### src/hdl/wfba_pkg.sv
// types and constants shared by the worst-fit block allocator
package wfba_pkg;

  localparam int unsigned FUNC_W   = 1;
  localparam int unsigned SLOT_W   = 4;
  localparam int unsigned AMOUNT_W = 16;
  localparam int unsigned COUNT_W  = 5;

  localparam logic [FUNC_W-1:0] FUNC_LOAD    = 1'b0;
  localparam logic [FUNC_W-1:0] FUNC_REQUEST = 1'b1;

  typedef struct packed {
    logic [FUNC_W-1:0]   func;
    logic [SLOT_W-1:0]   slot_index;
    logic [AMOUNT_W-1:0] amount;
  } in_item_t;

  typedef struct packed {
    logic                granted;
    logic [SLOT_W-1:0]   block_number;
    logic [AMOUNT_W-1:0] block_size;
  } out_item_t;

  typedef enum logic [1:0] {
    ST_IDLE,
    ST_SCAN,
    ST_DONE
  } wfba_state_e;

endpackage

### src/hdl/worst_fit_block_allocator_core.sv
// worst-fit block allocator top level: size table scan and grant control
// a load beat writes one size table entry and yields no result; a request beat scans
// the table and posts its result: one table read per entry, a last compare, the end of
// the scan and the post; no new beat is taken until the result is posted, and a stalled
// earlier result holds the post off
// reset clears all used flags, block_count and the control state; no size table clearing
module worst_fit_block_allocator_core #(
  parameter int unsigned NUM_BLOCKS = 16,
  parameter int unsigned SIZE_BITS  = 16
) (
  input  logic                        clk_i,
  input  logic                        rst_ni,
  input  logic                        cfg_valid_i,
  output logic                        cfg_ready_o,
  input  logic [wfba_pkg::COUNT_W-1:0] cfg_data_i,
  input  logic                        in_valid_i,
  output logic                        in_stall_o,
  input  wfba_pkg::in_item_t          in_data_i,
  output logic                        out_valid_o,
  input  logic                        out_stall_i,
  output wfba_pkg::out_item_t         out_data_o
);

  localparam int unsigned IDX_W = (NUM_BLOCKS > 1) ? $clog2(NUM_BLOCKS) : 1;
  localparam int unsigned CNT_W = $clog2(NUM_BLOCKS + 1);
  localparam int unsigned CMP_W = (SIZE_BITS > wfba_pkg::AMOUNT_W) ? SIZE_BITS
                                                                   : wfba_pkg::AMOUNT_W;

  wfba_pkg::wfba_state_e state_q, state_d;

  logic [wfba_pkg::COUNT_W-1:0]  block_count_q;
  logic [NUM_BLOCKS-1:0]         used_q, used_d;
  logic [CNT_W-1:0]              limit_q, limit_d;
  logic [CNT_W-1:0]              rd_cnt_q, rd_cnt_d;
  logic                          cmp_vld_q, cmp_vld_d;
  logic [IDX_W-1:0]              cmp_idx_q, cmp_idx_d;
  logic                          found_q, found_d;
  logic [IDX_W-1:0]              best_idx_q, best_idx_d;
  logic [SIZE_BITS-1:0]          best_size_q, best_size_d;
  logic [wfba_pkg::AMOUNT_W-1:0] amount_q, amount_d;
  logic                          out_valid_q, out_valid_d;
  wfba_pkg::out_item_t           out_data_q, out_data_d;

  logic                 in_beat;
  logic                 out_free;
  logic                 ram_we;
  logic [IDX_W-1:0]     ram_waddr;
  logic [SIZE_BITS-1:0] ram_wdata;
  logic                 ram_re;
  logic [IDX_W-1:0]     ram_raddr;
  logic [SIZE_BITS-1:0] ram_rdata;
  logic                 fits;

  wfba_size_ram #(
    .DEPTH  (NUM_BLOCKS),
    .ADDR_W (IDX_W),
    .DATA_W (SIZE_BITS)
  ) u_size_ram (
    .clk_i   (clk_i),
    .we_i    (ram_we),
    .waddr_i (ram_waddr),
    .wdata_i (ram_wdata),
    .re_i    (ram_re),
    .raddr_i (ram_raddr),
    .rdata_o (ram_rdata)
  );

  assign cfg_ready_o = 1'b1;
  assign in_stall_o  = (state_q != wfba_pkg::ST_IDLE);
  assign in_beat     = in_valid_i && !in_stall_o;
  assign out_free    = !out_valid_q || !out_stall_i;
  assign out_valid_o = out_valid_q;
  assign out_data_o  = out_data_q;

  assign ram_waddr = IDX_W'(in_data_i.slot_index);
  assign ram_wdata = SIZE_BITS'(in_data_i.amount);
  assign ram_we    = in_beat && (in_data_i.func == wfba_pkg::FUNC_LOAD) &&
                     (32'(in_data_i.slot_index) < 32'(NUM_BLOCKS));
  assign ram_raddr = rd_cnt_q[IDX_W-1:0];
  assign ram_re    = (state_q == wfba_pkg::ST_SCAN) && (rd_cnt_q < limit_q);

  // candidate in the compare stage: free and large enough
  assign fits = cmp_vld_q && !used_q[cmp_idx_q] &&
                (CMP_W'(ram_rdata) >= CMP_W'(amount_q));

  always_comb begin
    state_d     = state_q;
    used_d      = used_q;
    limit_d     = limit_q;
    rd_cnt_d    = rd_cnt_q;
    cmp_vld_d   = 1'b0;
    cmp_idx_d   = cmp_idx_q;
    found_d     = found_q;
    best_idx_d  = best_idx_q;
    best_size_d = best_size_q;
    amount_d    = amount_q;
    out_valid_d = out_valid_q && out_stall_i;
    out_data_d  = out_data_q;

    case (state_q)
      wfba_pkg::ST_IDLE: begin
        if (in_beat) begin
          if (in_data_i.func == wfba_pkg::FUNC_LOAD) begin
            if (ram_we) begin
              used_d[ram_waddr] = 1'b0;
            end
          end else begin
            if (32'(block_count_q) > 32'(NUM_BLOCKS)) begin
              limit_d = CNT_W'(NUM_BLOCKS);
            end else begin
              limit_d = CNT_W'(block_count_q);
            end
            amount_d = in_data_i.amount;
            rd_cnt_d = '0;
            found_d  = 1'b0;
            state_d  = wfba_pkg::ST_SCAN;
          end
        end
      end
      wfba_pkg::ST_SCAN: begin
        if (ram_re) begin
          cmp_vld_d = 1'b1;
          cmp_idx_d = rd_cnt_q[IDX_W-1:0];
          rd_cnt_d  = rd_cnt_q + CNT_W'(1);
        end else if (!cmp_vld_q) begin
          state_d = wfba_pkg::ST_DONE;
        end
        // strict greater keeps the lowest index on equal sizes
        if (fits && (!found_q || (ram_rdata > best_size_q))) begin
          found_d     = 1'b1;
          best_idx_d  = cmp_idx_q;
          best_size_d = ram_rdata;
        end
      end
      wfba_pkg::ST_DONE: begin
        if (out_free) begin
          out_valid_d = 1'b1;
          if (found_q) begin
            used_d[best_idx_q]      = 1'b1;
            out_data_d.granted      = 1'b1;
            out_data_d.block_number = wfba_pkg::SLOT_W'(best_idx_q);
            out_data_d.block_size   = wfba_pkg::AMOUNT_W'(best_size_q);
          end else begin
            out_data_d.granted      = 1'b0;
            out_data_d.block_number = '0;
            out_data_d.block_size   = '0;
          end
          state_d = wfba_pkg::ST_IDLE;
        end
      end
      default: begin
        state_d = wfba_pkg::ST_IDLE;
      end
    endcase
  end

  always_ff @(posedge clk_i or negedge rst_ni) begin
    if (!rst_ni) begin
      state_q       <= wfba_pkg::ST_IDLE;
      block_count_q <= '0;
      used_q        <= '0;
      cmp_vld_q     <= 1'b0;
      found_q       <= 1'b0;
      out_valid_q   <= 1'b0;
    end else begin
      state_q     <= state_d;
      used_q      <= used_d;
      cmp_vld_q   <= cmp_vld_d;
      found_q     <= found_d;
      out_valid_q <= out_valid_d;
      if (cfg_valid_i && cfg_ready_o) begin
        block_count_q <= cfg_data_i;
      end
    end
  end

  always_ff @(posedge clk_i) begin
    limit_q     <= limit_d;
    rd_cnt_q    <= rd_cnt_d;
    cmp_idx_q   <= cmp_idx_d;
    best_idx_q  <= best_idx_d;
    best_size_q <= best_size_d;
    amount_q    <= amount_d;
    out_data_q  <= out_data_d;
  end

endmodule

### src/hdl/wfba_size_ram.sv
// block size table: one write port, one registered read port
module wfba_size_ram #(
  parameter int unsigned DEPTH  = 16,
  parameter int unsigned ADDR_W = 4,
  parameter int unsigned DATA_W = 16
) (
  input  logic              clk_i,
  input  logic              we_i,
  input  logic [ADDR_W-1:0] waddr_i,
  input  logic [DATA_W-1:0] wdata_i,
  input  logic              re_i,
  input  logic [ADDR_W-1:0] raddr_i,
  output logic [DATA_W-1:0] rdata_o
);

  logic [DATA_W-1:0] mem [DEPTH];

  always_ff @(posedge clk_i) begin
    if (we_i) begin
      mem[waddr_i] <= wdata_i;
    end
  end

  always_ff @(posedge clk_i) begin
    if (re_i) begin
      rdata_o <= mem[raddr_i];
    end
  end

endmodule
### config.mk
export PLATFORM = sky130hd
export DESIGN_NAME = worst_fit_block_allocator_core
export DESIGN_NICKNAME = d
export VERILOG_FILES = /design/src/hdl/wfba_pkg.sv /design/src/hdl/worst_fit_block_allocator_core.sv /design/src/hdl/wfba_size_ram.sv
export SDC_FILE = /design/constraint.sdc
export NUM_CORES = 1
export LEC_CHECK = 0
export ABC_CLOCK_PERIOD_IN_PS = 4500
export BUFFER_PORTS_ARGS = -buffer_cell sky130_fd_sc_hd__buf_2
export CAP_MARGIN = 20
export CELL_PAD_IN_SITES_DETAIL_PLACEMENT = 2
export CELL_PAD_IN_SITES_GLOBAL_PLACEMENT = 2
export CORE_UTILIZATION = 48
export DETAILED_ROUTE_END_ITERATION = 8
export PLACE_DENSITY = 0.76
export SLEW_MARGIN = 20
export SYNTH_ARGS = -nofsm -noshare
export SYNTH_HDL_FRONTEND = slang
export SYNTH_SLANG_ARGS = --single-unit
### constraint.sdc
create_clock -name clk_i -period 4.5 [get_ports clk_i]
set_input_delay 0.225 -clock clk_i [delete_from_list [all_inputs] [get_ports clk_i]]
set_output_delay 0.225 -clock clk_i [all_outputs]
set_load 0.005 [all_outputs]
Word level (Yosys, flattened, before mapping)

Memory sizes are Yosys's and may differ from the RTL's. A register that Yosys moved wholly into a read port is not among the register bits.
Cells that the tools add are included.

Word-level logic and storage cells: 103
Register bits: 97
RAM bits: 256
Output and inout bits: 24
Bits of input ports: 31
Memories: 1

Add/sub/neg operators: 1
Equal/unequal tests: 12
Reduce and logical (&&, ||, !) cells: 28
Mux-type cells: 33
Bitwise gates (word level): 4
Order comparisons: 9

Memories:

| name           | depth | bits a word | read ports | clocked after memory_dff | wr ports | line                | text |
|---|---|---|---|---|---|---|---|
| u_size_ram.mem | 16    | 16          | 1          | 1                        | 1        | wfba_size_ram.sv:16 | `logic [DATA_W-1:0] mem [DEPTH];` |

Operators by type and width:

| operator            | number |
|---|---|
| $mux 16             | 5 |
| $pmux 16 s2         | 1 |
| $mux 21             | 1 |
| $ne 2x2->1 const B  | 9 |
| $and 16x16->16      | 1 |
| $ge 16x16->1        | 1 |
| $gt 16x16->1        | 1 |
| $not 16->16         | 1 |
| $or 16x16->16       | 1 |
| $lt 4x5->1 const B  | 3 |
| $mux 5              | 3 |
| $mux 1              | 12 |
| $mux 2              | 5 |
| $pmux 5 s2          | 1 |
| $logic_and 1x1->1   | 9 |
| $demux 1 s4         | 2 |
| $ge 4x1->1 const B  | 2 |
| $reduce_and 4->1    | 2 |
| $pmux 2 s3          | 1 |
| $reduce_and 2->1    | 3 |
| $reduce_and 6->1    | 1 |
| $reduce_bool 2->1   | 3 |
| $add 5x1->5 const B | 1 |
| $gt 5x5->1 const B  | 1 |
| 12 further kinds    | 17 |

Longest topological paths before layout

Word-level depth: 10
Gate-level depth with buffers: 7
Mapped depth without buffers: 7

Hierarchy

From an unflattened synthesis, not the netlist that was laid out.

Cells, all modules: 793
Area total of the unflattened synthesis: 14729.1 um^2

By module, submodules not included:

| module                         | times used | seq. area each (um^2) | area an instance (um^2) | cells each |
|---|---|---|---|---|
| wfba_size_ram                  | 1          | 8167.8                | 10202.3                 | 432 |
| worst_fit_block_allocator_core | 1          | 2782.7                | 4526.8                  | 361 |

Worst setup path before layout

No wires, ideal clock.

Kind: register -> register
From: register cmp_idx_q[1]
To: register best_idx_q[0] (enable)
Slack: 647 ps
Setup time: 448 ps
Clock period less this slack: 3853 ps
Cell stages (with the launch flop): 6
Required time: 4052 ps
Arrival: 3405 ps
Buffers on the path: 0
Path through: edfxtp_1 -> mux4_2 -> mux2_2 -> nand2_1 -> o2111ai_1 -> nor4_1

Cells in the longest elaborated chain, start to end: 7

Ends and longest elaborated chain:

| item                              | line                                  | text |
|---|---|---|
| from (decl)                       | worst_fit_block_allocator_core.sv:36  | `logic [IDX_W-1:0] cmp_idx_q, cmp_idx_d;` |
| from (signal assigned)            | worst_fit_block_allocator_core.sv:180 | `cmp_idx_q <= cmp_idx_d;` |
| $bmux 1 s4                        | worst_fit_block_allocator_core.sv:83  | `assign fits = cmp_vld_q && !used_q[cmp_idx_q] &&` |
| $mux 1 (implied by the code)      | worst_fit_block_allocator_core.sv:83  |  |
| $logic_not 1->1                   | worst_fit_block_allocator_core.sv:83  |  |
| $logic_and 1x1->1 (2 in a row)    | worst_fit_block_allocator_core.sv:83  |  |
| $logic_and 1x1->1                 | worst_fit_block_allocator_core.sv:129 | `if (fits && (!found_q \|\| (ram_rdata > best_size_q))) begin` |
| $reduce_and 2->1 (no source line) | --                                    |  |
| to (signal assigned)              | worst_fit_block_allocator_core.sv:181 | `best_idx_q <= best_idx_d;` |
| to (decl)                         | worst_fit_block_allocator_core.sv:38  | `logic [IDX_W-1:0] best_idx_q, best_idx_d;` |

Every way passes these cells. The select of a mux whose other input is x is not followed.
A chain may end at the register's enable or synchronous reset.

Final worst setup path

From: register state_q[0]
To: memory u_size_ram.mem[0][7] (enable)

Cells in the longest elaborated chain, start to end: 6

Ends and longest elaborated chain:

| item                         | line                                  | text |
|---|---|---|
| from (decl)                  | worst_fit_block_allocator_core.sv:29  | `wfba_pkg::wfba_state_e state_q, state_d;` |
| from (signal assigned)       | worst_fit_block_allocator_core.sv:159 | `state_q <= wfba_pkg::ST_IDLE;` |
| from (signal assigned)       | worst_fit_block_allocator_core.sv:166 | `state_q <= state_d;` |
| $reduce_bool 2->1            | worst_fit_block_allocator_core.sv:69  | `assign in_stall_o = (state_q != wfba_pkg::ST_IDLE);` |
| $logic_not 1->1              | worst_fit_block_allocator_core.sv:70  | `assign in_beat = in_valid_i && !in_stall_o;` |
| $logic_and 1x1->1            | worst_fit_block_allocator_core.sv:70  |  |
| $logic_and 1x1->1            | worst_fit_block_allocator_core.sv:77  | `assign ram_we = in_beat && (in_data_i.func == wfba_pkg::FUNC_LOAD) &&` |
| $mux 1                       | wfba_size_ram.sv:19                   | `if (we_i) begin` |
| $mux 1 (implied by the code) | wfba_size_ram.sv:20                   | `mem[waddr_i] <= wdata_i;` |
| to (decl)                    | wfba_size_ram.sv:16                   |  |

Every way passes these cells.

==> results.txt <==
----------------------------------------------------
[Status]
  Run status ... finished clean

[Power]
  Switching share of power ... 29.8%
  Net load switching power ... 3.02 mW
  Part of the power in combinational logic ... 25.2%
  Leakage ... 5.83 nW
  Reg power frac ... 44.5%
  IR Drop Worst-Case VDD ... 0.000376 V
  Relative contribution of the clock network to total power ... 30.3%
  Internal power component ... 7.12 mW
  PD cells ... 605 nW/um^2

[CTS]
  Clock tree from TritonCTS ... yes
  Setup repair bufs after CTS ... 0
  Clock insertion delay at the later pin of the skew report ... 550 ps
  Number of levels in the clock H-tree ... 2
  Number of sinks on the clock net ... 369
  Root cell of the clock tree ... sky130_fd_sc_hd__clkbuf_16
  Maximum root-to-sink buffer count ... 3
  TritonCTS buffer count ... 40
  Reg clk slew, reported paths ... 60 ps

[STA]
  Worst-Margin Slew ... 1030 ps
  Period utilisation layout ... 60.9%
  Number of max-slew violations in the final report ... 0
  RSZ-0062 raised after global routing ... no
  Max-Slew Margin vs Limit ... 31.6%
  Final worst path period need ... 2740 ps
  Final clock skew ... 25.4 ps
  Final hold violation count ... 0
  Highest attainable clock frequency ... 365 MHz
  WHS ... 50.4 ps
  Final number of setup-violating endpoints ... 0
  Setup TNS ... 0 ps

[Routing]
  Via Count ... 7762
  First drt pass iteration count ... 5
  Per-cell routed wire length ... 33.2 um
  Drt initial violations ... 657
  Total routed wirelength ... 42100 um
  Metal3 WL ... 2640 um
  Post-route antenna net violation count ... 0
  Number of DRC violations after detailed routing ... 0
  Via/cell ratio ... 6.13
  Top Layer Used ... met5
  Wire length on met1 ... 16000 um
  Wire length on met2 ... 21900 um

[Logic synthesis]
  Most numerous cell types in the synthesized netlist ... sky130_fd_sc_hd__edfxtp_1 (343), sky130_fd_sc_hd__mux4_2 (84), sky130_fd_sc_hd__inv_1 (42), sky130_fd_sc_hd__nor2_1 (38), sky130_fd_sc_hd__ha_1 (37)
  Adder-Cell Fraction of Synth Area ... 3.16%
  Sequential area share after synthesis ... 74.7%
  Post-synthesis area per instance ... 19.6 um^2
  Simple-Gate Fraction of Synth Area ... 4.09%
  Yosys cell types ... 50
  Post-synth top flop ... sky130_fd_sc_hd__edfxtp_1
  Share of the synthesized area in the top cell type ... 70.3%
  Post-synth EDFFs ... 343
  Combinational family with the most area after synthesis ... multiplexers
  Synthesized-area fraction occupied by xor and xnor cells ... 0.179%
  Share of synthesized area spent on multiplexers ... 13.4%
  Cell taking the most area after synthesis ... sky130_fd_sc_hd__edfxtp_1
  Net Count, Synth ... 814
  Complex-gate fraction of the synthesized area ... 2.36%
  Share of synthesized registers carrying an async set or reset ... 7.05%
  Cell area after technology mapping ... 14700 um^2
  Register bit count reported by yosys ... 369
  Biggest area contributors in the synthesized netlist ... sky130_fd_sc_hd__edfxtp_1 (70%), sky130_fd_sc_hd__mux4_2 (13%), sky130_fd_sc_hd__dfrtp_1 (4.4%)
  Most common cell in the synthesized netlist ... sky130_fd_sc_hd__edfxtp_1
  Synthesized instance count ... 746
  Count of synthesis-stage warnings from yosys ... 0

[GRT]
  GRT Resource Usage Total ... 28.4%
  First-pass GRT wire length ... 60900 um
  Pin count of the biggest net entering global routing ... 68
  Initial antenna violation count ... 4
  Total gr overflow ... 0
  Via count of the first global-routing pass ... 8721

[Critical path]
  Kind of cell adding the most delay to the critical path ... simple AND/OR/NAND/NOR gates
  Worst endpoint required time ... 4660 ps
  Category of the worst setup path launch point ... register
  CP cell instances ... nor4b_2 -> or3b_1 -> nor3_2 -> buf_4
  Worst Setup End Kind ... register
  Largest stage delay on the critical path ... 630 ps
  Endpoint arrival time on the critical path ... 2900 ps
  Max stage delay cell, worst path ... sky130_fd_sc_hd__nor4b_2
  WP buf/inv ... 1
  Worst Path Class, Setup ... register to register
  Critical-path maximum fanout ... 17

[Cells and area]
  Area growth from synthesis to layout ... 14.3%
  Final core utilization ... 56.1%
  Fraction of final layout cells sized beyond drive strength 1 ... 26.0%
  Final Net Count ... 917
  Fillcell total ... 2502

[Die]
  Starting density of the core ... 49.1%
  Die Span Y ... 177 um
  DIE WIDTH ... 177 um
  Std-Cell Core Area ... 29900 um^2
  Top-level I/O count ... 55
  Overall die area ... 31200 um^2
  Placement Rows ... 63

[Placement]
  Global placement routability congestion ... 0.808
  Detailed placement HPWL ... 24300 um
  Port Buffers ... 53

[Flow run]
  Number of max-cap violations ... 0

[Hold path]
  Min-Delay Path Class ... input pin to register

----------------------------------------------------
==> path summary, 6_finish.rpt <==
check | from | to | slack, ps | cells past startpoint
setup reg to reg | state_q[0]$_DFFE_PN0P_ | u_size_ram.mem[0][7]$_DFFE_PP_ | 1760 | 4
max in group asynchronous | rst_ni | used_q[0]$_DFFE_PN0P_ | 3730 | 2
min in group asynchronous | rst_ni | block_count_q[4]$_DFFE_PN0P_ | 300 | 2
hold reg to reg | u_size_ram.rdata_o[0]$_DFFE_PP_ | best_size_q[0]$_DFFE_PP_ | 480 | 0
hold / removal | out_stall_i | out_valid_o$_DFF_PN0_ | 50 | 3
setup / recovery | state_q[0]$_DFFE_PN0P_ | u_size_ram.mem[0][7]$_DFFE_PP_ | 1760 | 4
==> layer usage <==
metal	vias up	global-route usage, %
met5	-	0
met2	318	49.3
met3	110	6.29
met1	4139	34.8
li1	3193	-
met4	2	10.5
==> power by group through the flow <==
stage	combinational [mW]	sequential, mW	clock (mW)
6_report	2.55	4.51	3.08
5_1_grt	2.75	4.54	3.23
4_1_cts	2.52	4.53	3.10
3_5_place_dp	2.46	4.60	0
3_3_place_gp	2.24	4.57	0
2_1_floorplan	1.74	4.42	0
==> worst min-delay path: stages <==
cell and delay (ps):
sky130_fd_sc_hd__buf_2 110, sky130_fd_sc_hd__nand2_1 120, sky130_fd_sc_hd__nand2_1 80
==> flip-flops by register name, summed over array words and instances, names as in the netlist, 5 cells and up <==
register,cells
limit_q,5
rd_cnt_q,5
amount_q,16
best_size_q,16
out_data_o,21
used_q,16
block_count_q,5
u_size_ram.mem,256
u_size_ram.rdata_o,16
==> logic make-up after synthesis <==
family,after synthesis
flops,369
simple gates,122
mux,91
buf+inv,66
compound gates,57
fa+ha+maj,37
xor+xnor,3
other cells,1
==> through the flow <==
step                instance area, um^2  setup slack [ps]  instances  power [mW]
global placement                  15500              1770       1190        6.81
finish                            16800              1760       1267        10.1
floorplan                         14700               647        746        6.17
detailed placement                15500              1670       1190        7.05
global route                      16800              1630       1267        10.5
CTS                               16700              1650       1265        10.2
==> cells in the final DEF (no fill, tap or decap), types with 4 or more instances in the layout <==
cell                              n
sky130_fd_sc_hd__a21o_1           5
sky130_fd_sc_hd__a21oi_1         13
sky130_fd_sc_hd__and2_1           5
sky130_fd_sc_hd__buf_2           53
sky130_fd_sc_hd__buf_4           23
sky130_fd_sc_hd__clkbuf_1        11
sky130_fd_sc_hd__clkbuf_16       41
sky130_fd_sc_hd__clkinv_1        10
sky130_fd_sc_hd__clkinv_2         6
sky130_fd_sc_hd__dfrtp_1         26
sky130_fd_sc_hd__dlygate4sd3_1    6
sky130_fd_sc_hd__edfxtp_1       343
sky130_fd_sc_hd__ha_1            37
sky130_fd_sc_hd__inv_1           42
sky130_fd_sc_hd__mux2_2           6
sky130_fd_sc_hd__mux4_2          84
sky130_fd_sc_hd__nand2_1         32
sky130_fd_sc_hd__nand2b_1         6
sky130_fd_sc_hd__nand3_1          9
sky130_fd_sc_hd__nand4_1          4
sky130_fd_sc_hd__nor2_1          37
sky130_fd_sc_hd__nor2b_1          7
sky130_fd_sc_hd__nor3_2           4
sky130_fd_sc_hd__o21ai_0         15
sky130_fd_sc_hd__o21ai_1          7
==> layout make-up <==
class                      instances  area, um^2  area share, %
sequential                       369       11000           65.3
tap                              390         488           2.91
timing repair buffer              84         533           3.18
clock buffer                      53        1080           6.45
antenna                            1        2.50         0.0149
inverter                          43         161          0.963
multi-input combinational        311        3450           20.6
clock inverter                    16        93.8          0.560
==> repair_timing <==
item                                    4_1_cts  5_1_grt
resized for setup                             0        0
endpoints found under the setup margin        0        0
endpoints found under the hold margin        31        0
hold buffers                                  6        0
Power figures use the tool's default switching activity.
